`config.mk`:
```
export PLATFORM = sky130hd
export DESIGN_NAME = date_add_days_flat
export DESIGN_NICKNAME = d
export VERILOG_FILES = /design/src/rtl/core/dad_pkg.sv /design/src/rtl/core/dad_in_if.sv /design/src/rtl/core/dad_out_if.sv /design/src/rtl/core/date_add_days.sv /design/src/rtl/core/dad_dp.sv /design/src/rtl/core/dad_ctrl.sv /design/src/flat_wrapper.sv
export SDC_FILE = /design/constraint.sdc
export NUM_CORES = 1
export LEC_CHECK = 0
export ABC_AREA = 1
export BUFFER_PORTS_ARGS = -buffer_cell sky130_fd_sc_hd__buf_4
export CORE_MARGIN = 2
export CORE_UTILIZATION = 56
export CTS_BUF_LIST = sky130_fd_sc_hd__clkbuf_16
export CTS_CLUSTER_DIAMETER = 30
export DETAILED_ROUTE_END_ITERATION = 8
export PLACE_DENSITY = 0.78
export SETUP_SLACK_MARGIN = 0.3
export SLEW_MARGIN = 10
export SYNTH_ARGS = -nofsm -noshare
export SYNTH_HDL_FRONTEND = slang
export SYNTH_SLANG_ARGS = --single-unit
```
`constraint.sdc`:
```
create_clock -name clk -period 9.67 [get_ports clk]
set_input_delay 1.934 -clock clk [delete_from_list [all_inputs] [get_ports clk]]
set_output_delay 1.934 -clock clk [all_outputs]
set_load 0.005 [all_outputs]
```
`src/rtl/core/dad_pkg.sv`:
```
// Shared types, constants and calendar helpers for the date adder.
// No dependencies.
package dad_pkg;

	localparam int unsigned MaxYear      = 9999;
	localparam int unsigned LeapCycle    = 400;
	localparam int unsigned CenturyLen   = 100;
	localparam int unsigned DaysLeapYear = 366;
	localparam int unsigned DaysYear     = 365;
	localparam int unsigned FebLeap      = 29;
	localparam int unsigned FebPlain     = 28;
	localparam int unsigned MonthsPerYr  = 12;

	typedef enum logic [3:0] {
		ST_IDLE,
		ST_MOD,
		ST_CHECK,
		ST_ACC,
		ST_FIRST,
		ST_YEAR,
		ST_MWALK,
		ST_FIN_OK,
		ST_FIN_BAD,
		ST_FIN_OVER
	} dad_state_t;

	typedef enum logic [3:0] {
		OP_NONE,
		OP_LOAD,
		OP_MOD,
		OP_ACC,
		OP_FIRST,
		OP_YEAR,
		OP_MWALK,
		OP_OUT_OK,
		OP_OUT_BAD,
		OP_OUT_OVER
	} dad_op_t;

	typedef struct packed {
		logic mod_done;
		logic bad;
		logic acc_done;
		logic first_in;
		logic year_fit;
		logic over;
		logic mw_done;
		logic out_free;
	} dad_sts_t;

	// r is the year modulo 400
	function automatic logic leap_of(input logic [8:0] r);
		leap_of = (r[1:0] == 2'd0) && (r != 9'(CenturyLen)) &&
			(r != 9'(2 * CenturyLen)) && (r != 9'(3 * CenturyLen));
	endfunction

	function automatic logic [4:0] dim(input logic [3:0] m, input logic leap);
		logic [4:0] len;
		case (m)
			4'd1:    len = 5'd31;
			4'd2:    len = leap ? 5'(FebLeap) : 5'(FebPlain);
			4'd3:    len = 5'd31;
			4'd4:    len = 5'd30;
			4'd5:    len = 5'd31;
			4'd6:    len = 5'd30;
			4'd7:    len = 5'd31;
			4'd8:    len = 5'd31;
			4'd9:    len = 5'd30;
			4'd10:   len = 5'd31;
			4'd11:   len = 5'd30;
			4'd12:   len = 5'd31;
			default: len = 5'd31;
		endcase
		dim = len;
	endfunction

	function automatic logic [8:0] diy(input logic leap);
		diy = leap ? 9'(DaysLeapYear) : 9'(DaysYear);
	endfunction

endpackage

```
`src/rtl/core/dad_in_if.sv`:
```
// Request channel of the date adder: start date and day count.
// Depends on nothing.
interface dad_in_if;
	logic        valid;
	logic        ready;
	logic [4:0]  day;
	logic [3:0]  month;
	logic [13:0] year;
	logic [15:0] days_to_add;

	modport source (output valid, day, month, year, days_to_add, input ready);
	modport sink (input valid, day, month, year, days_to_add, output ready);
endinterface

```
`src/rtl/core/dad_out_if.sv`:
```
// Response channel of the date adder: resulting date and flags.
// Depends on nothing.
interface dad_out_if;
	logic        valid;
	logic        ready;
	logic [4:0]  new_day;
	logic [3:0]  new_month;
	logic [13:0] new_year;
	logic        overflow;
	logic        bad_input;

	modport source (output valid, new_day, new_month, new_year, overflow, bad_input,
		input ready);
	modport sink (input valid, new_day, new_month, new_year, overflow, bad_input,
		output ready);
endinterface

```
`src/rtl/core/date_add_days.sv`:
```
// Gregorian date adder top level: controller plus datapath behind two channels.
// Depends on dad_pkg, dad_in_if, dad_out_if, dad_ctrl, dad_dp.
//
// channel  dir  payload
// req      in   day[4:0] month[3:0] year[13:0] days_to_add[15:0]
// rsp      out  new_day[4:0] new_month[3:0] new_year[13:0] overflow bad_input
//
// One item at a time: accept, year reduction (subtracting only from year 400 up),
// check, month sum, first year, year walk, month walk and result write, plus any
// wait on rsp.ready; a bad date goes from the check straight to the write. The year
// walk, one year per cycle in the shared datapath, is the longest step.
// arst_n clears the controller and the result valid; no clearing pass.
// A result waits in its register while the next item is accepted and worked on.
module date_add_days import dad_pkg::*; (
	input logic       clk,
	input logic       arst_n,
	dad_in_if.sink    req,
	dad_out_if.source rsp
);

	dad_op_t  op;
	dad_sts_t sts;

	dad_ctrl u_ctrl (
		.clk      (clk),
		.arst_n   (arst_n),
		.in_valid (req.valid),
		.in_ready (req.ready),
		.sts      (sts),
		.op       (op)
	);

	dad_dp u_dp (
		.clk         (clk),
		.arst_n      (arst_n),
		.op          (op),
		.day         (req.day),
		.month       (req.month),
		.year        (req.year),
		.days_to_add (req.days_to_add),
		.sts         (sts),
		.out_valid   (rsp.valid),
		.out_ready   (rsp.ready),
		.new_day     (rsp.new_day),
		.new_month   (rsp.new_month),
		.new_year    (rsp.new_year),
		.overflow    (rsp.overflow),
		.bad_input   (rsp.bad_input)
	);

endmodule

```
`src/rtl/core/dad_dp.sv`:
```
// Datapath of the date adder: working registers, calendar arithmetic, result register.
// Depends on dad_pkg.
module dad_dp import dad_pkg::*; (
	input  logic        clk,
	input  logic        arst_n,
	input  dad_op_t     op,
	input  logic [4:0]  day,
	input  logic [3:0]  month,
	input  logic [13:0] year,
	input  logic [15:0] days_to_add,
	output dad_sts_t    sts,
	output logic        out_valid,
	input  logic        out_ready,
	output logic [4:0]  new_day,
	output logic [3:0]  new_month,
	output logic [13:0] new_year,
	output logic        overflow,
	output logic        bad_input
);

	logic [4:0]  d_q;
	logic [3:0]  m_q;
	logic [13:0] ny_q;
	logic [13:0] red_q;
	logic [15:0] x_q;
	logic [8:0]  doy_q;
	logic [3:0]  mcnt_q;
	logic        out_valid_q;
	logic [4:0]  new_day_q;
	logic [3:0]  new_month_q;
	logic [13:0] new_year_q;
	logic        overflow_q;
	logic        bad_input_q;

	logic        leap;
	logic [8:0]  year_len;
	logic [8:0]  rem;
	logic [4:0]  mlen;
	logic [13:0] red_next;
	logic [20:0] red_prod;
	logic [5:0]  red_quo;
	logic [13:0] red_sub;

	assign leap     = leap_of(red_q[8:0]);
	assign year_len = diy(leap);
	assign rem      = year_len - doy_q;
	assign mlen     = dim(mcnt_q, leap);
	assign red_next = (red_q == 14'(LeapCycle - 1)) ? 14'd0 : red_q + 14'd1;

	// year / 400 as (year / 16) / 25, the division by 25 by reciprocal multiplication
	assign red_prod = {11'd0, red_q[13:4]} * 21'd1311;
	assign red_quo  = red_prod[20:15];
	assign red_sub  = {8'd0, red_quo} * 14'(LeapCycle);

	always_comb begin
		sts.mod_done = red_q < 14'(LeapCycle);
		sts.bad      = (m_q == 4'd0) || (m_q > 4'(MonthsPerYr)) || (ny_q == 14'd0) ||
			(ny_q > 14'(MaxYear)) || (d_q == 5'd0) || (d_q > dim(m_q, leap));
		sts.acc_done = mcnt_q == m_q;
		sts.first_in = x_q <= {7'd0, rem};
		sts.year_fit = x_q <= {7'd0, year_len};
		sts.over     = ny_q > 14'(MaxYear);
		sts.mw_done  = (mcnt_q == 4'(MonthsPerYr)) || (doy_q <= {4'd0, mlen});
		sts.out_free = !out_valid_q || out_ready;
	end

	always_ff @(posedge clk) begin
		case (op)
			OP_LOAD: begin
				d_q    <= day;
				m_q    <= month;
				ny_q   <= year;
				red_q  <= year;
				x_q    <= days_to_add;
				doy_q  <= {4'd0, day};
				mcnt_q <= 4'd1;
			end
			OP_MOD: begin
				red_q <= red_q - red_sub;
			end
			OP_ACC: begin
				doy_q  <= doy_q + {4'd0, mlen};
				mcnt_q <= mcnt_q + 4'd1;
			end
			OP_FIRST: begin
				if (sts.first_in) begin
					doy_q  <= doy_q + x_q[8:0];
					mcnt_q <= 4'd1;
				end else begin
					x_q   <= x_q - {7'd0, rem};
					ny_q  <= ny_q + 14'd1;
					red_q <= red_next;
				end
			end
			OP_YEAR: begin
				if (sts.year_fit) begin
					doy_q  <= x_q[8:0];
					mcnt_q <= 4'd1;
				end else begin
					x_q   <= x_q - {7'd0, year_len};
					ny_q  <= ny_q + 14'd1;
					red_q <= red_next;
				end
			end
			OP_MWALK: begin
				doy_q  <= doy_q - {4'd0, mlen};
				mcnt_q <= mcnt_q + 4'd1;
			end
			default: begin
			end
		endcase
	end

	always_ff @(posedge clk) begin
		case (op)
			OP_OUT_OK: begin
				new_day_q   <= doy_q[4:0];
				new_month_q <= mcnt_q;
				new_year_q  <= ny_q;
				overflow_q  <= 1'b0;
				bad_input_q <= 1'b0;
			end
			OP_OUT_BAD: begin
				new_day_q   <= 5'd0;
				new_month_q <= 4'd0;
				new_year_q  <= 14'd0;
				overflow_q  <= 1'b0;
				bad_input_q <= 1'b1;
			end
			OP_OUT_OVER: begin
				new_day_q   <= 5'd31;
				new_month_q <= 4'(MonthsPerYr);
				new_year_q  <= 14'(MaxYear);
				overflow_q  <= 1'b1;
				bad_input_q <= 1'b0;
			end
			default: begin
			end
		endcase
	end

	always_ff @(posedge clk or negedge arst_n) begin
		if (!arst_n) begin
			out_valid_q <= 1'b0;
		end else if (op == OP_OUT_OK || op == OP_OUT_BAD || op == OP_OUT_OVER) begin
			out_valid_q <= 1'b1;
		end else if (out_ready) begin
			out_valid_q <= 1'b0;
		end
	end

	assign out_valid = out_valid_q;
	assign new_day   = new_day_q;
	assign new_month = new_month_q;
	assign new_year  = new_year_q;
	assign overflow  = overflow_q;
	assign bad_input = bad_input_q;

`ifndef SYNTHESIS
	a_out_slot_free: assert property (@(posedge clk) disable iff (!arst_n)
		(op == OP_OUT_OK || op == OP_OUT_BAD || op == OP_OUT_OVER) |->
		(!out_valid_q || out_ready))
		else $error("result written over an item not yet taken");

	a_flags_exclusive: assert property (@(posedge clk) disable iff (!arst_n)
		out_valid_q |-> !(overflow_q && bad_input_q))
		else $error("overflow and bad_input both set");

	a_ok_month_range: assert property (@(posedge clk) disable iff (!arst_n)
		(op == OP_OUT_OK) |=> (new_month_q >= 4'd1 && new_month_q <= 4'(MonthsPerYr) &&
		new_day_q != 5'd0))
		else $error("good result with day or month out of range");
`endif

endmodule

```
`src/rtl/core/dad_ctrl.sv`:
```
// Controller of the date adder: sequences load, reduction, walks and result write.
// Depends on dad_pkg.
module dad_ctrl import dad_pkg::*; (
	input  logic     clk,
	input  logic     arst_n,
	input  logic     in_valid,
	output logic     in_ready,
	input  dad_sts_t sts,
	output dad_op_t  op
);

	dad_state_t st_q;
	dad_state_t st_next;

	always_ff @(posedge clk or negedge arst_n) begin
		if (!arst_n) begin
			st_q <= ST_IDLE;
		end else begin
			st_q <= st_next;
		end
	end

	always_comb begin
		st_next = st_q;
		case (st_q)
			ST_IDLE: begin
				if (in_valid) st_next = ST_MOD;
			end
			ST_MOD: begin
				if (sts.mod_done) st_next = ST_CHECK;
			end
			ST_CHECK: begin
				st_next = sts.bad ? ST_FIN_BAD : ST_ACC;
			end
			ST_ACC: begin
				if (sts.acc_done) st_next = ST_FIRST;
			end
			ST_FIRST: begin
				st_next = sts.first_in ? ST_MWALK : ST_YEAR;
			end
			ST_YEAR: begin
				if (sts.year_fit) st_next = sts.over ? ST_FIN_OVER : ST_MWALK;
			end
			ST_MWALK: begin
				if (sts.mw_done) st_next = ST_FIN_OK;
			end
			ST_FIN_OK, ST_FIN_BAD, ST_FIN_OVER: begin
				if (sts.out_free) st_next = ST_IDLE;
			end
			default: begin
				st_next = ST_IDLE;
			end
		endcase
	end

	always_comb begin
		op       = OP_NONE;
		in_ready = 1'b0;
		case (st_q)
			ST_IDLE: begin
				in_ready = 1'b1;
				if (in_valid) op = OP_LOAD;
			end
			ST_MOD: begin
				if (!sts.mod_done) op = OP_MOD;
			end
			ST_ACC: begin
				if (!sts.acc_done) op = OP_ACC;
			end
			ST_FIRST: begin
				op = OP_FIRST;
			end
			ST_YEAR: begin
				op = OP_YEAR;
			end
			ST_MWALK: begin
				if (!sts.mw_done) op = OP_MWALK;
			end
			ST_FIN_OK: begin
				if (sts.out_free) op = OP_OUT_OK;
			end
			ST_FIN_BAD: begin
				if (sts.out_free) op = OP_OUT_BAD;
			end
			ST_FIN_OVER: begin
				if (sts.out_free) op = OP_OUT_OVER;
			end
			default: begin
			end
		endcase
	end

`ifndef SYNTHESIS
	a_accept_starts_mod: assert property (@(posedge clk) disable iff (!arst_n)
		(in_valid && in_ready) |=> (st_q == ST_MOD))
		else $error("accepted item did not start the year reduction");

	a_mod_exit: assert property (@(posedge clk) disable iff (!arst_n)
		(st_q == ST_MOD) |=> (st_q == ST_MOD || st_q == ST_CHECK))
		else $error("year reduction left to a wrong state");

	a_year_exit: assert property (@(posedge clk) disable iff (!arst_n)
		(st_q == ST_YEAR && sts.year_fit && sts.over) |=> (st_q == ST_FIN_OVER))
		else $error("year past limit not flagged");
`endif

endmodule
```
`src/flat_wrapper.sv`:
```
// flat-port wrapper written by rule: the top's interface ports become plain ports
module date_add_days_flat import dad_pkg::*;
  (clk, arst_n, req_valid, req_day, req_month, req_year, req_days_to_add, req_ready, rsp_valid, rsp_new_day, rsp_new_month, rsp_new_year, rsp_overflow, rsp_bad_input, rsp_ready);
  dad_in_if req_i ();
  dad_out_if rsp_i ();
  input logic clk;
  input logic arst_n;
  input wire logic [$bits(req_i.valid)-1:0] req_valid;
  input wire logic [$bits(req_i.day)-1:0] req_day;
  input wire logic [$bits(req_i.month)-1:0] req_month;
  input wire logic [$bits(req_i.year)-1:0] req_year;
  input wire logic [$bits(req_i.days_to_add)-1:0] req_days_to_add;
  output wire logic [$bits(req_i.ready)-1:0] req_ready;
  output wire logic [$bits(rsp_i.valid)-1:0] rsp_valid;
  output wire logic [$bits(rsp_i.new_day)-1:0] rsp_new_day;
  output wire logic [$bits(rsp_i.new_month)-1:0] rsp_new_month;
  output wire logic [$bits(rsp_i.new_year)-1:0] rsp_new_year;
  output wire logic [$bits(rsp_i.overflow)-1:0] rsp_overflow;
  output wire logic [$bits(rsp_i.bad_input)-1:0] rsp_bad_input;
  input wire logic [$bits(rsp_i.ready)-1:0] rsp_ready;
  assign req_i.valid = req_valid;
  assign req_i.day = req_day;
  assign req_i.month = req_month;
  assign req_i.year = req_year;
  assign req_i.days_to_add = req_days_to_add;
  assign req_ready = req_i.ready;
  assign rsp_valid = rsp_i.valid;
  assign rsp_new_day = rsp_i.new_day;
  assign rsp_new_month = rsp_i.new_month;
  assign rsp_new_year = rsp_i.new_year;
  assign rsp_overflow = rsp_i.overflow;
  assign rsp_bad_input = rsp_i.bad_input;
  assign rsp_i.ready = rsp_ready;
  date_add_days u_core (.clk(clk), .arst_n(arst_n), .req(req_i), .rsp(rsp_i));
endmodule
```
# --- Yosys cells after proc, flatten, opt, wreduce, memory -nomap -nowiden ---
# Cells that the tools add are included.
op_classes:
  mux: 46
  order_cmp: 7
  addsub: 10
  mul: 2
  n_reduce_logical: 37
  eq_ne: 44
ops:
  columns: ["cell", "count"]
  rows:
  - ["14-bit one-hot mux with 3 select lines", 2]
  - ["14-bit 2-to-1 mux", 5]
  - ["14-bit one-hot mux with 4 select lines", 1]
  - ["4-bit by 3-bit == test with 1-bit output (second input constant)", 12]
  - ["4-bit 2-to-1 mux", 12]
  - ["16-bit one-hot mux with 3 select lines", 1]
  - ["9-bit one-hot mux with 5 select lines", 1]
  - ["4-bit == test (second input constant)", 9]
  - ["4-bit one-hot mux with 9 select lines", 1]
  - ["16-bit by 9-bit less-or-equal comparator with 1-bit output", 2]
  - ["16-bit 2-to-1 mux", 2]
  - ["4-bit one-hot mux with 8 select lines", 1]
  - ["16-bit by 9-bit subtractor with 16-bit output", 2]
  - ["14-bit by 1-bit adder with 14-bit output (second input constant)", 2]
  - ["4-bit by 2-bit == test with 1-bit output (second input constant)", 6]
  - ["10-bit by 11-bit multiplier with 21-bit output (second input constant)", 1]
  - ["9-bit 2-to-1 mux", 2]
  - ["4-bit one-hot mux with 4 select lines", 1]
  - ["5-bit one-hot mux with 3 select lines", 1]
  - ["14-bit by 9-bit == test with 1-bit output (second input constant)", 1]
  - ["14-bit greater-than comparator (second input constant)", 1]
  - ["14-bit logical NOT", 1]
  - ["14-bit by 9-bit less-than comparator with 1-bit output (second input constant)", 1]
  - ["14-bit subtractor", 1]
  - ["other kinds (37)", 77]
word_totals:
  ff_bits: 96
  output_inout_bits: 27

# --- Logic depth before layout (Yosys ltp) ---
# Gate-level depths: netlist (run 1).
depth:
  ltp_word: 14
  depth_mapped: 38
  depth_no_buf: 38

# --- By module ---
# Synthesis (run 1) repeated with hierarchy kept, for this count alone.
unflattened:
  hier_cells: 1191
  area_unflattened_um2: 9624.2
modules_own_cells:
  columns: ["module", "area_per_inst_um2", "seq_area_each_um2", "cells_per_inst", "n_inst"]
  rows:
  - ["dad_dp", 9126.3, 2757.6, 1101, 1]
  - ["dad_ctrl", 498.0, 100.1, 90, 1]

# --- Worst setup path before layout (run 1) ---
# Ideal clock, no wire load.
synth_path:
  kind: "flip-flop to flip-flop"
  startpoint: "register u_core.u_dp.red_q[11]"
  endpoint: "register u_core.u_dp.red_q[13] (data pin)"
  synth_period_minus_slack_ns: 7.172
  setup_ns: 0.253
  setup_slack_ns: 2.498
  path_stages_with_launch: 37
  t_arrival_ns: 6.919
  n_path_buf: 0
  cell_sequence: "edfxtp_1 -> fa_1 -> nand2_1 -> inv_1 -> nor2_1 -> ha_1 -> fa_1 -> inv_1 -> fa_1 -> inv_1 -> fa_1 -> ha_1 -> nand2_1 -> nand2_1 -> nand2_1 -> nand2_1 -> a21oi_2 -> nand2_2 -> nand2_2 -> nand2_1 -> a21o_2 -> a21oi_1 -> xnor2_1 -> ha_1 -> inv_1 -> ha_1 -> ha_1 -> ha_1 -> xnor2_1 -> ha_1 -> inv_1 -> nor3_1 -> nand4_1 -> nand3_1 -> nand2_1 -> nand3_1 -> nand2_1"
synth_between:
  elab_chain_cells: 5
synth_rtl:
  columns: ["element", "line_no", "rtl"]
  rows:
  - ["start: declaration", "dad_dp.sv:24", "logic [13:0] red_q;"]
  - ["start signal: assignment", "dad_dp.sv:73", "red_q <= year;"]
  - ["start signal: assignment", "dad_dp.sv:79", "red_q <= red_q - red_sub;"]
  - ["start signal: assignment", "dad_dp.sv:92", "red_q <= red_next;"]
  - ["branches (longest 4 deep; another with 10-bit by 11-bit multiplier with 21-bit output)", null, null]
  - ["14-bit one-hot mux with 4 select lines (*)", "dad_dp.sv:68", "case (op)"]
# Mark *: on every way between the ends. The select of a mux whose other input is x is not followed.
# A chain may end at the register's enable or synchronous reset.

# --- Final worst setup path (run 1) ---
layout_path:
  startpoint: "register u_core.u_dp.red_q[8]"
  endpoint: "register u_core.u_dp.red_q[13] (data pin)"
layout_between:
  elab_chain_cells: 12
layout_rtl:
  columns: ["element", "line_no"]
  rows:
  - ["branches (longest 11 deep; another with 10-bit by 11-bit multiplier with 21-bit output)", null]
  - ["14-bit one-hot mux with 4 select lines (*)", "dad_dp.sv:68"]
# Marked as above.

==> results of run 1 <==
how the worst max path moves through the flow:
| stage | slack [ns] | endpoint |
|---|---|---|
| 2_1_floorplan | 2.50 | u_core.u_dp.red_q[13] |
| 3_3_place_gp | 2.14 | u_core.u_dp.red_q[13] |
| 3_5_place_dp | 2.01 | u_core.u_dp.red_q[13] |
| 4_1_cts | 1.98 | u_core.u_dp.red_q[13] |
| 5_1_grt | 1.44 | u_core.u_dp.red_q[13] |
| 6_report | 1.88 | u_core.u_dp.red_q[13] |
per-stage QoR:
stage          instances  setup slack [ns]  util, %
3_3_place_gp        1460              2.14     62.2
2_1_floorplan       1184              2.50        -
3_5_place_dp        1460              2.01     62.2
5_1_grt             1476              1.44     64.0
4_1_cts             1476              1.98     64.0
6_report            1476              1.88     64.0
final cells by class:
type | count | area share, %
Multi-Input combinational cell | 878 | 55.8
Sequential cell | 96 | 26.8
Inverter | 194 | 6.83
Timing Repair Buffer | 72 | 5.07
Tap cell | 220 | 2.58
Clock buffer | 9 | 2.11
Clock inverter | 7 | 0.763
metal layers:
layer  track usage [%]  up-vias  part of all wire (%)
li1                  -     4112                     -
met1              36.5     3727                    45
met2              40.8      307                    46
met3              4.05       31                   7.4
met4              7.60        0                   1.6
met5                 0        -                     0
sequential cells by signal, summed over array words and instances, names as in the netlist, 4 cells and up:
name,cells
u_core.u_dp.ny_q,14
u_core.u_dp.new_day,5
u_core.u_dp.doy_q,9
u_core.u_dp.d_q,5
u_core.u_dp.mcnt_q,4
u_core.u_dp.new_year,14
u_core.u_dp.m_q,4
u_core.u_dp.red_q,14
u_core.u_ctrl.st_q,4
u_core.u_dp.x_q,16
u_core.u_dp.new_month,4
kinds of logic after synthesis:
group,Yosys count,share of synthesized area [%]
XOR/XNOR,48,4.58
flip-flops,96,29.8
adder cells (fa/ha/maj),162,23.4
AND/OR/NAND/NOR,494,22.9
AO/OA/AOI/OAI,174,11.0
buffers and inverters,210,8.25
cell usage in the layout, fill, tap and decap left out, types with 3 or more instances in the layout:
cell	netlist	layout
nand2_2	11	11
nor3_1	22	22
nand3_1	81	81
o311ai_0	3	3
a21o_1	4	4
a22oi_1	3	3
ha_1	133	133
edfxtp_1	91	91
a21oi_1	48	47
o311ai_1	4	4
nor4_1	3	3
a31oi_1	8	8
fa_1	29	29
inv_2	14	14
o21bai_1	7	7
o21ai_1	17	17
o21ai_0	48	48
nor2_1	85	85
xnor2_1	13	13
clkbuf_16	0	9
nor2_2	6	6
o22ai_1	4	4
nand2_1	247	247
o221ai_1	6	6
dfrtp_1	5	5
nand4_1	14	14
inv_1	178	179
xor2_1	34	34
buf_4	0	72
a211oi_1	3	3
or2_2	11	11
critical path: cells and delay by family, from the launching register on:
family | cells | cell delay [ns]
xor+xnor | 2 | 0.61
simple gates | 9 | 0.85
compound gates | 5 | 0.68
fa+ha+maj | 11 | 4.35
buf+inv | 5 | 0.46
flops | 1 | 0.60
==> qor.yml, run 1 <==
worst_hold_path:
  holdCritPathClass: "reg -> reg"
  hold_depth: 2
  holdPathEnd: "u_core.u_ctrl.st_q[2]"
  hp-start: "u_core.u_ctrl.st_q[2]"
die:
  initial_core_util_pct: 57.6
  dieArea_mm2: 0.0182
  core-area_mm2: 0.0166
  die_w_um: 135
  die_h_um: 135
  num_rows: 47
  io_pins: 70
critical_path:
  setup.worst_path.start: "u_core.u_dp.red_q[8]"
  r2r_end: "u_core.u_dp.red_q[13]"
  crit_top_cell: "ha_1"
  r2r_start: "u_core.u_dp.red_q[8]"
  r2r_cells: 32
  crit_fanout: 9
  r2r_slack_ns: 1.88
  end_kind: "flip-flop"
  critPathRequiredTime_ns: 9.79
  path_class: "reg -> reg"
  crit_slowest_cell: "edfxtp_1"
  slowest_delay_ns: 0.60
  crit_path_start_kind: "flip-flop"
  worstPathArrival_ns: 7.91
routing:
  ant_nets: 0
  drcViolationCount: 0
  first_pass_iters: 8
  vias_per_cell: 5.54
  drt-total-wl_um: 22600
  drt-wirelength-per-cell_um: 15.3
  dr_total_vias: 8177
  drt_iter0_markers: 593
grt:
  antenna_found_initial: 0
  grt_pass1_vias: 7635
  grt_use_total_pct: 25.7
  grt_pass1_wl_um: 37200
  overflow: 0
  grt_start_max_net_pins: 44
layout:
  multiInputGateArea_mm2: 0.00595
  stdcell_area_mm2: 0.0107
  drive_gt1_share_pct: 11.6
  final-seq-area_mm2: 0.00286
  diodes: 0
  syn_to_final_growth_pct: 11.2
  nNetsFinal: 1456
  fill_cells: 1358
placed_design:
  portBuffers: 69
  dpl.hpwl_um: 18100
  globalplace.congestion: 0.939
  dpl_cell_area_mm2: 0.0103
logic_synthesis:
  synth.avg_cell_area_um2: 8.09
  synthTopCellsByArea: "edfxtp_1, ha_1, nand2_1"
  synth_nets: 1389
  ys_ff_latch: 96
  synth_edf_count: 91
  synth.top_cell.area_share_pct: 28.5
  async_reset_ff_share_pct: 5.21
  synth.distinct_cells: 56
  syn_area_mm2: 0.00958
  yosysMostFrequentCell: "nand2_1"
  ys.warnings.count: 0
  synth_common_cells: "nand2_1, inv_1, ha_1"
  synth_top_area_cell: "edfxtp_1"
  synth_ff_type: "edfxtp_1"
  syn_inst: 1184
  ys_seq_area_share_pct: 29.8
clocking:
  clock_latency_ns: 0.36
  cts_buffer_depth: 2
  clk_root_buffer_cell: "clkbuf_16"
  clk_pin_slew_ns: 0.07
  cts_hold_buf: 0
  cts_max_level: 3
  tritoncts: "built"
  cts_inserted_buffers: 9
  ctsResizeCount: 0
  postCtsSetupBuffers: 0
  cts.sinks: 96
timing:
  rsz0062_at_grt: "false"
  fmax_ghz: 0.128
  maxSlewHeadroom_pct: 29.9
  skew_ns: 0.00816
  hold_viol: 0
  tightest_slew_ns: 1.05
  tns_ns: 0
  fin_crit_sh_pct: 80.5
  setup_violations: 0
  whs_ns: 0.526
  slew_viol_final: 0
  period_minus_slack_ns: 7.79
status:
  outcome: "finished clean"
job:
  drv_cap: 0
Power of run 1 is not shown: default switching activity piles up to over one toggle a cycle in this logic, so the estimate is an artifact.
==> run 2, diff against run 1 <==
- ABC_AREA: 1 -> 0
- clock period: 9.67 -> 7.9 ns (I/O delays scaled with it)
==> qor.yml, run 2 <==
logic_synthesis:
  synth_xor_area_share_pct: 8.16  # was 4.58%
  syn_area_mm2: 0.00942  # was 0.00958 mm2
  synth.distinct_cells: 81  # was 56
  synthMuxAreaShare_pct: 1.14  # was 0%
  synth_ff_type: "edfxtp_1"  # unchanged
  synth.top_cell.area_share_pct: 29.0  # was 28.5%
  synth_nets: 1192  # was 1389
  synth_top_area_cell: "edfxtp_1"  # unchanged
  synth_edf_count: 91  # unchanged
  ys.warnings.count: 0  # unchanged
  synth_top_family_by_area: "adder cells"  # unchanged
  synth.avg_cell_area_um2: 9.54  # was 8.09 um2
  synth_common_cells: "ha_1, edfxtp_1, nand2_1"  # was nand2_1, inv_1, ha_1
  ys_ff_latch: 96  # unchanged
  syn_inst: 987  # was 1184
  yosys.area_share.simple_pct: 14.9  # was 22.9%
  yosysMostFrequentCell: "ha_1"  # was nand2_1
  async_reset_ff_share_pct: 5.21  # unchanged
  ys_seq_area_share_pct: 30.3  # was 29.8%
  synthTopCellsByArea: "edfxtp_1, ha_1, fa_1"  # was edfxtp_1, ha_1, nand2_1
  synth_fa_ha_area_share_pct: 23.9  # was 23.4%
  synth-compound-area-share_pct: 16.9  # was 11.0%
timing:
  slew_viol_final: 0  # unchanged
  fmax_ghz: 0.132  # was 0.128 GHz
  rsz0062_at_grt: "true"  # was false
  period_minus_slack_ns: 7.57  # was 7.79 ns
  hold_viol: 0  # unchanged
  maxSlewHeadroom_pct: 25.2  # was 29.9%
  tns_ns: 0  # unchanged
  postLayoutSetupSlackWorst_ns: 0.327  # was 1.88 ns
  setup_violations: 0  # unchanged
  fin_crit_sh_pct: 95.9  # was 80.5%
  skew_ns: 0.00877  # was 0.00816 ns
  tightest_slew_ns: 1.12  # was 1.05 ns
die:
  dieArea_mm2: 0.0179  # was 0.0182 mm2
  initial_core_util_pct: 57.0  # was 57.6%
  io_pins: 70  # unchanged
  die_w_um: 134  # was 135 um
  num_rows: 47  # unchanged
  core-area_mm2: 0.0165  # was 0.0166 mm2
  die_h_um: 134  # was 135 um
placed_design:
  post-place-ws_ns: 0.134  # was 2.01 ns
  portBuffers: 69  # unchanged
  globalplace.congestion: 0.881  # was 0.939
  dpl.hpwl_um: 17100  # was 18100 um
clocking:
  cts_hold_buf: 0  # unchanged
  cts_max_level: 3  # unchanged
  cts_inserted_buffers: 9  # unchanged
  clk_root_buffer_cell: "clkbuf_16"  # unchanged
  tritoncts: "built"  # unchanged
  cts_buffer_depth: 2  # unchanged
  clk_pin_slew_ns: 0.07  # about the same
  clock_latency_ns: 0.36  # about the same
  cts.sinks: 96  # unchanged
routing:
  drt-wirelength-per-cell_um: 17.5  # was 15.3 um
  drt-total-wl_um: 22400  # was 22600 um
  drcViolationCount: 0  # unchanged
  vias_per_cell: 5.98  # was 5.54
  dr_total_vias: 7665  # was 8177
  first_pass_iters: 7  # was 8
  drt_iter0_markers: 616  # was 593
  ant_nets: 0  # unchanged
critical_path:
  path_buf_inv: 4  # was 5
  path_delay_family: "adder cells"  # unchanged
  crit_slowest_cell: "fa_2"  # was edfxtp_1
  crit_fanout: 6  # was 9
  r2r_cells: 28  # was 32
  slowest_delay_ns: 0.66  # was 0.60 ns
  crit_path_start_kind: "flip-flop"  # unchanged
  r2r_slack_ns: 0.33  # was 1.88 ns
  r2r_end: "u_core.u_dp.red_q[11]"  # was u_core.u_dp.red_q[13]
  end_kind: "flip-flop"  # unchanged
  worstPathArrival_ns: 7.67  # was 7.91 ns
  path_class: "reg -> reg"  # unchanged
  critPathRequiredTime_ns: 8.00  # was 9.79 ns
  r2r_start: "u_core.u_dp.red_q[12]"  # was u_core.u_dp.red_q[8]
job:
  drv_cap: 0  # unchanged
worst_hold_path:
  holdCritPathClass: "reg -> reg"  # unchanged
  holdPathEnd: "u_core.u_dp.new_day[1]"  # was u_core.u_ctrl.st_q[2]
  hp-start: "u_core.u_dp.doy_q[1]"  # was u_core.u_ctrl.st_q[2]
  hold_depth: 1  # was 2
layout:
  largest_register: "u_core.u_dp.x_q"  # unchanged
  syn_to_final_growth_pct: 16.0  # was 11.2%
  utilization_pct: 66.1  # was 64.0%
  nNetsFinal: 1261  # was 1456
  final_common_cell: "ha_1"  # was nand2_1
  most-common-layout-cells: "ha_1, buf_4, edfxtp_1, nand2_1, inv_1"  # was nand2_1, inv_1, ha_1, edfxtp_1, nor2_1
  largest_reg_flops: 16  # unchanged
  drive_gt1_share_pct: 16.9  # was 11.6%
  diodes: 0  # unchanged
grt:
  grt_pass1_vias: 7462  # was 7635
  grt_use_total_pct: 25.7  # about the same
  antenna_found_initial: 0  # unchanged
  grt_start_max_net_pins: 51  # was 44
  grt_pass1_wl_um: 36900  # was 37200 um
  overflow: 0  # unchanged
status:
  outcome: "finished clean"  # unchanged
[run 2: changes by cell type after synthesis, sizes merged, moves of 14 or more]
cell,previous run,this run
inv,192,75
xnor2,14,61
nand2b,0,14
and2,0,17
nand2,260,86
nor2,93,63
clkbuf,14,34
nand3,85,28
a21o,5,24
[run 2: how the worst max path moves through the flow]
stage / startpoint / to / depth (start not counted)
floorplan: u_core.u_dp.red_q[12] / u_core.u_dp.red_q[12] / 29
global placement: u_core.u_dp.red_q[12] / u_core.u_dp.red_q[13] / 28
detailed placement: u_core.u_dp.red_q[12] / u_core.u_dp.red_q[12] / 28
CTS: u_core.u_dp.red_q[13] / u_core.u_dp.red_q[12] / 29
global route: u_core.u_dp.red_q[12] / u_core.u_dp.red_q[13] / 28
finish: u_core.u_dp.red_q[12] / u_core.u_dp.red_q[11] / 28
[run 2: layout make-up]
cell class,instances,area [um2]
fillers,1269,5600
well taps,220,275
repair buffers,97,744
clock buffers,9,225
multi-input cells,777,6410
flip-flops and latches,96,2860
clock inverters,7,126
inverters,75,282
[run 2: timing repair]
| action | CTS | global route |
|---|---|---|
| setup buffers | 7 | 4 |
| pin swaps | 20 | 35 |
| gates resized for setup | 5 | 22 |
| setup endpoints to repair | 3 | 4 |
[run 2: metrics by stage]
stage | std cells | area [um2] | hold slack [ns]
floorplan | 987 | 9540 | 0.571
global placement | 1254 | 10300 | 0.631
detailed placement | 1254 | 10300 | 0.628
CTS | 1277 | 10800 | 0.649
global route | 1281 | 10900 | 0.691
finish | 1281 | 10900 | 0.653
[run 2: worst reg2reg max path, delay by kind of cell (launching register included)]
| family | cells | cell delay (ns) |
|---|---|---|
| adder cells (fa/ha/maj) | 11 | 4.04 |
| flip-flops | 1 | 0.43 |
| XOR/XNOR | 3 | 0.45 |
| AO/OA/AOI/OAI | 6 | 1.60 |
| AND/OR/NAND/NOR | 4 | 0.49 |
| buffers and inverters | 4 | 0.33 |
[run 2: cells by family (layout without fill, tap and decap cells)]
logic type      Yosys count  after routing
simple gates            287            287
buf+inv                 114            188
flops                    96             96
fa+ha+maj               163            163
xor+xnor                 86             86
mux                       9              9
compound gates          232            232
[run 2: layer usage]
layer  wire length [um]  GRT usage (%)
met3               1310           3.58
met4                499           7.33
met2              10700           41.9
met1               9920           36.0
met5                  0              0
Power of run 2 is left out for the same reason.
==> run 3, diff against run 2 <==
- ABC_AREA: 0 -> 1
- SLEW_MARGIN: 10 -> 25
==> qor.yml, run 3 (synthesis gave the netlist of run 1 again) <==
critical_path:
  critPathRequiredTime_ns: 8.01  # was 8.00 ns
  crit_fanout: 3  # was 6
  path_delay_family: "adder cells"  # unchanged
  slowest_delay_ns: 0.64  # was 0.66 ns
  end_kind: "flip-flop"  # unchanged
  crit_path_start_kind: "flip-flop"  # unchanged
  path_class: "reg -> reg"  # unchanged
  path_buf_inv: 5  # was 4
  path_depth: 34  # was 28
  crit_top_cell: "nand2_1"
  worstPathArrival_ns: 7.43  # was 7.67 ns
  r2r_cells: 34  # was 28
  crit_slowest_cell: "fa_2"  # unchanged
die:
  die_w_um: 135  # was 134 um
  initial_core_util_pct: 57.6  # was 57.0%
  num_rows: 47  # unchanged
  io_pins: 70  # unchanged
  die_h_um: 135  # was 134 um
  dieArea_mm2: 0.0182  # was 0.0179 mm2
  core-area_mm2: 0.0166  # was 0.0165 mm2
worst_hold_path:
  holdCritPathClass: "reg -> reg"  # unchanged
  hold_depth: 2  # was 1
routing:
  vias_per_cell: 5.59  # was 5.98
  drt-total-wl_um: 22900  # was 22400 um
  dr_total_vias: 8318  # was 7665
  drt-wirelength-per-cell_um: 15.4  # was 17.5 um
  ant_nets: 0  # unchanged
  first_pass_iters: 6  # was 7
  drcViolationCount: 0  # unchanged
  drt_iter0_markers: 770  # was 616
timing:
  maxSlewHeadroom_pct: 41.4  # was 25.2%
  postLayoutSetupSlackWorst_ns: 0.583  # was 0.327 ns
  tns_ns: 0  # unchanged
  fmax_ghz: 0.137  # was 0.132 GHz
  rsz0062_at_grt: "false"  # was true
  hold_viol: 0  # unchanged
  tightest_slew_ns: 0.876  # was 1.12 ns
  period_minus_slack_ns: 7.32  # was 7.57 ns
  fin_crit_sh_pct: 92.6  # was 95.9%
  setup_violations: 0  # unchanged
  slew_viol_final: 0  # unchanged
  skew_ns: 0.0142  # was 0.00877 ns
placed_design:
  globalplace.congestion: 0.935  # was 0.881
  dpl.hpwl_um: 18100  # was 17100 um
  dp_cells: 1466  # was 1254
  portBuffers: 69  # unchanged
  post-place-ws_ns: 0.302  # was 0.134 ns
layout:
  syn_to_final_growth_pct: 13.7  # was 16.0%
  largest_reg_flops: 16  # unchanged
  final_common_cell: "nand2_1"  # was ha_1
  nNetsFinal: 1469  # was 1261
  diodes: 0  # unchanged
  final_cells: 1489  # was 1281
  fill_cells: 1328  # was 1269
  drive_gt1_share_pct: 13.9  # was 16.9%
  largest_register: "u_core.u_dp.x_q"  # unchanged
  most-common-layout-cells: "nand2_1, inv_1, ha_1, edfxtp_1"  # was ha_1, buf_4, edfxtp_1, nand2_1, inv_1
grt:
  overflow: 0  # unchanged
  grt_start_max_net_pins: 44  # was 51
  grt_pass1_wl_um: 36500  # was 36900 um
  grt_use_total_pct: 25.2  # was 25.7%
  antenna_found_initial: 0  # unchanged
  grt_pass1_vias: 7528  # was 7462
clocking:
  cts_inserted_buffers: 9  # unchanged
  cts_buffer_depth: 2  # unchanged
  clk_root_buffer_cell: "clkbuf_16"  # unchanged
  clk_pin_slew_ns: 0.07  # about the same
  tritoncts: "built"  # unchanged
  clock_latency_ns: 0.36  # about the same
  cts.sinks: 96  # unchanged
  cts_max_level: 3  # unchanged
status:
  outcome: "finished clean"  # unchanged
job:
  drv_cap: 0  # unchanged
## run 3: cell types whose count changed in the layout (fill, tap and decap cells not counted), moves of 11 or more
cell,previous run,this run
a21o_1,23,4
and2_1,15,0
buf_4,95,84
inv_1,68,178
nand2_1,86,246
nand2_2,0,12
nand2b_1,13,0
nand3_1,28,81
nor2_1,61,84
o21ai_0,58,47
o21ai_1,1,17
xnor2_1,54,12
## run 3: metrics by stage
| stage | utilization [%] | hold WS, ns | cell area (um2) |
|---|---|---|---|
| after floorplan | - | 0.481 | 9580 |
| after global placement | 62.4 | 0.504 | 10400 |
| after detailed placement | 62.5 | 0.512 | 10400 |
| after CTS | 64.3 | 0.526 | 10700 |
| after global routing | 65.5 | 0.595 | 10900 |
| final | 65.5 | 0.528 | 10900 |
## run 3: timing repair
action	in CTS	in global routing
buffers inserted	0	6
endpoints found under the setup margin	1	3
gates resized for setup	1	20
hold buffers	0	0
pin swaps	0	9
## run 3: path summary, 6_finish.rpt
| path | from | end | slack, ns |
|---|---|---|---|
| max reg2reg | u_core.u_dp.red_q[12] | u_core.u_dp.red_q[13] | 0.58 |
| min reg2reg | u_core.u_ctrl.st_q[2] | u_core.u_ctrl.st_q[2] | 0.53 |
| max | u_core.u_dp.red_q[12] | u_core.u_dp.red_q[13] | 0.58 |
| max in group asynchronous | arst_n | u_core.u_ctrl.st_q[1] | 6.77 |
| min in group asynchronous | arst_n | u_core.u_ctrl.st_q[3] | 1.01 |
| min | u_core.u_ctrl.st_q[2] | u_core.u_ctrl.st_q[2] | 0.53 |
## run 3: tightest hold or removal path: stages (launching register included)
cell     delay (ns)
dfrtp_1        0.37
nand2_1        0.06
o21ai_1        0.06
## run 3: layout make-up
class | count | area (um2) | share of cell area, %
clock inverters | 7 | 77.6 | 0.712
clock buffers | 9 | 225 | 2.07
repair buffers | 85 | 658 | 6.04
multi-input cells | 878 | 6080 | 55.8
well taps | 220 | 275 | 2.53
inverters | 194 | 728 | 6.68
flip-flops and latches | 96 | 2860 | 26.2
## run 3: per-layer routing
metal	track usage, %	part of all wire, %	vias to the layer above
li1	-	-	4146
met1	35.4	44	3781
met2	40.9	46	350
met3	4.02	7.7	41
met4	6.14	1.7	0
met5	0	0	-
Power of run 3 is left out for the same reason.
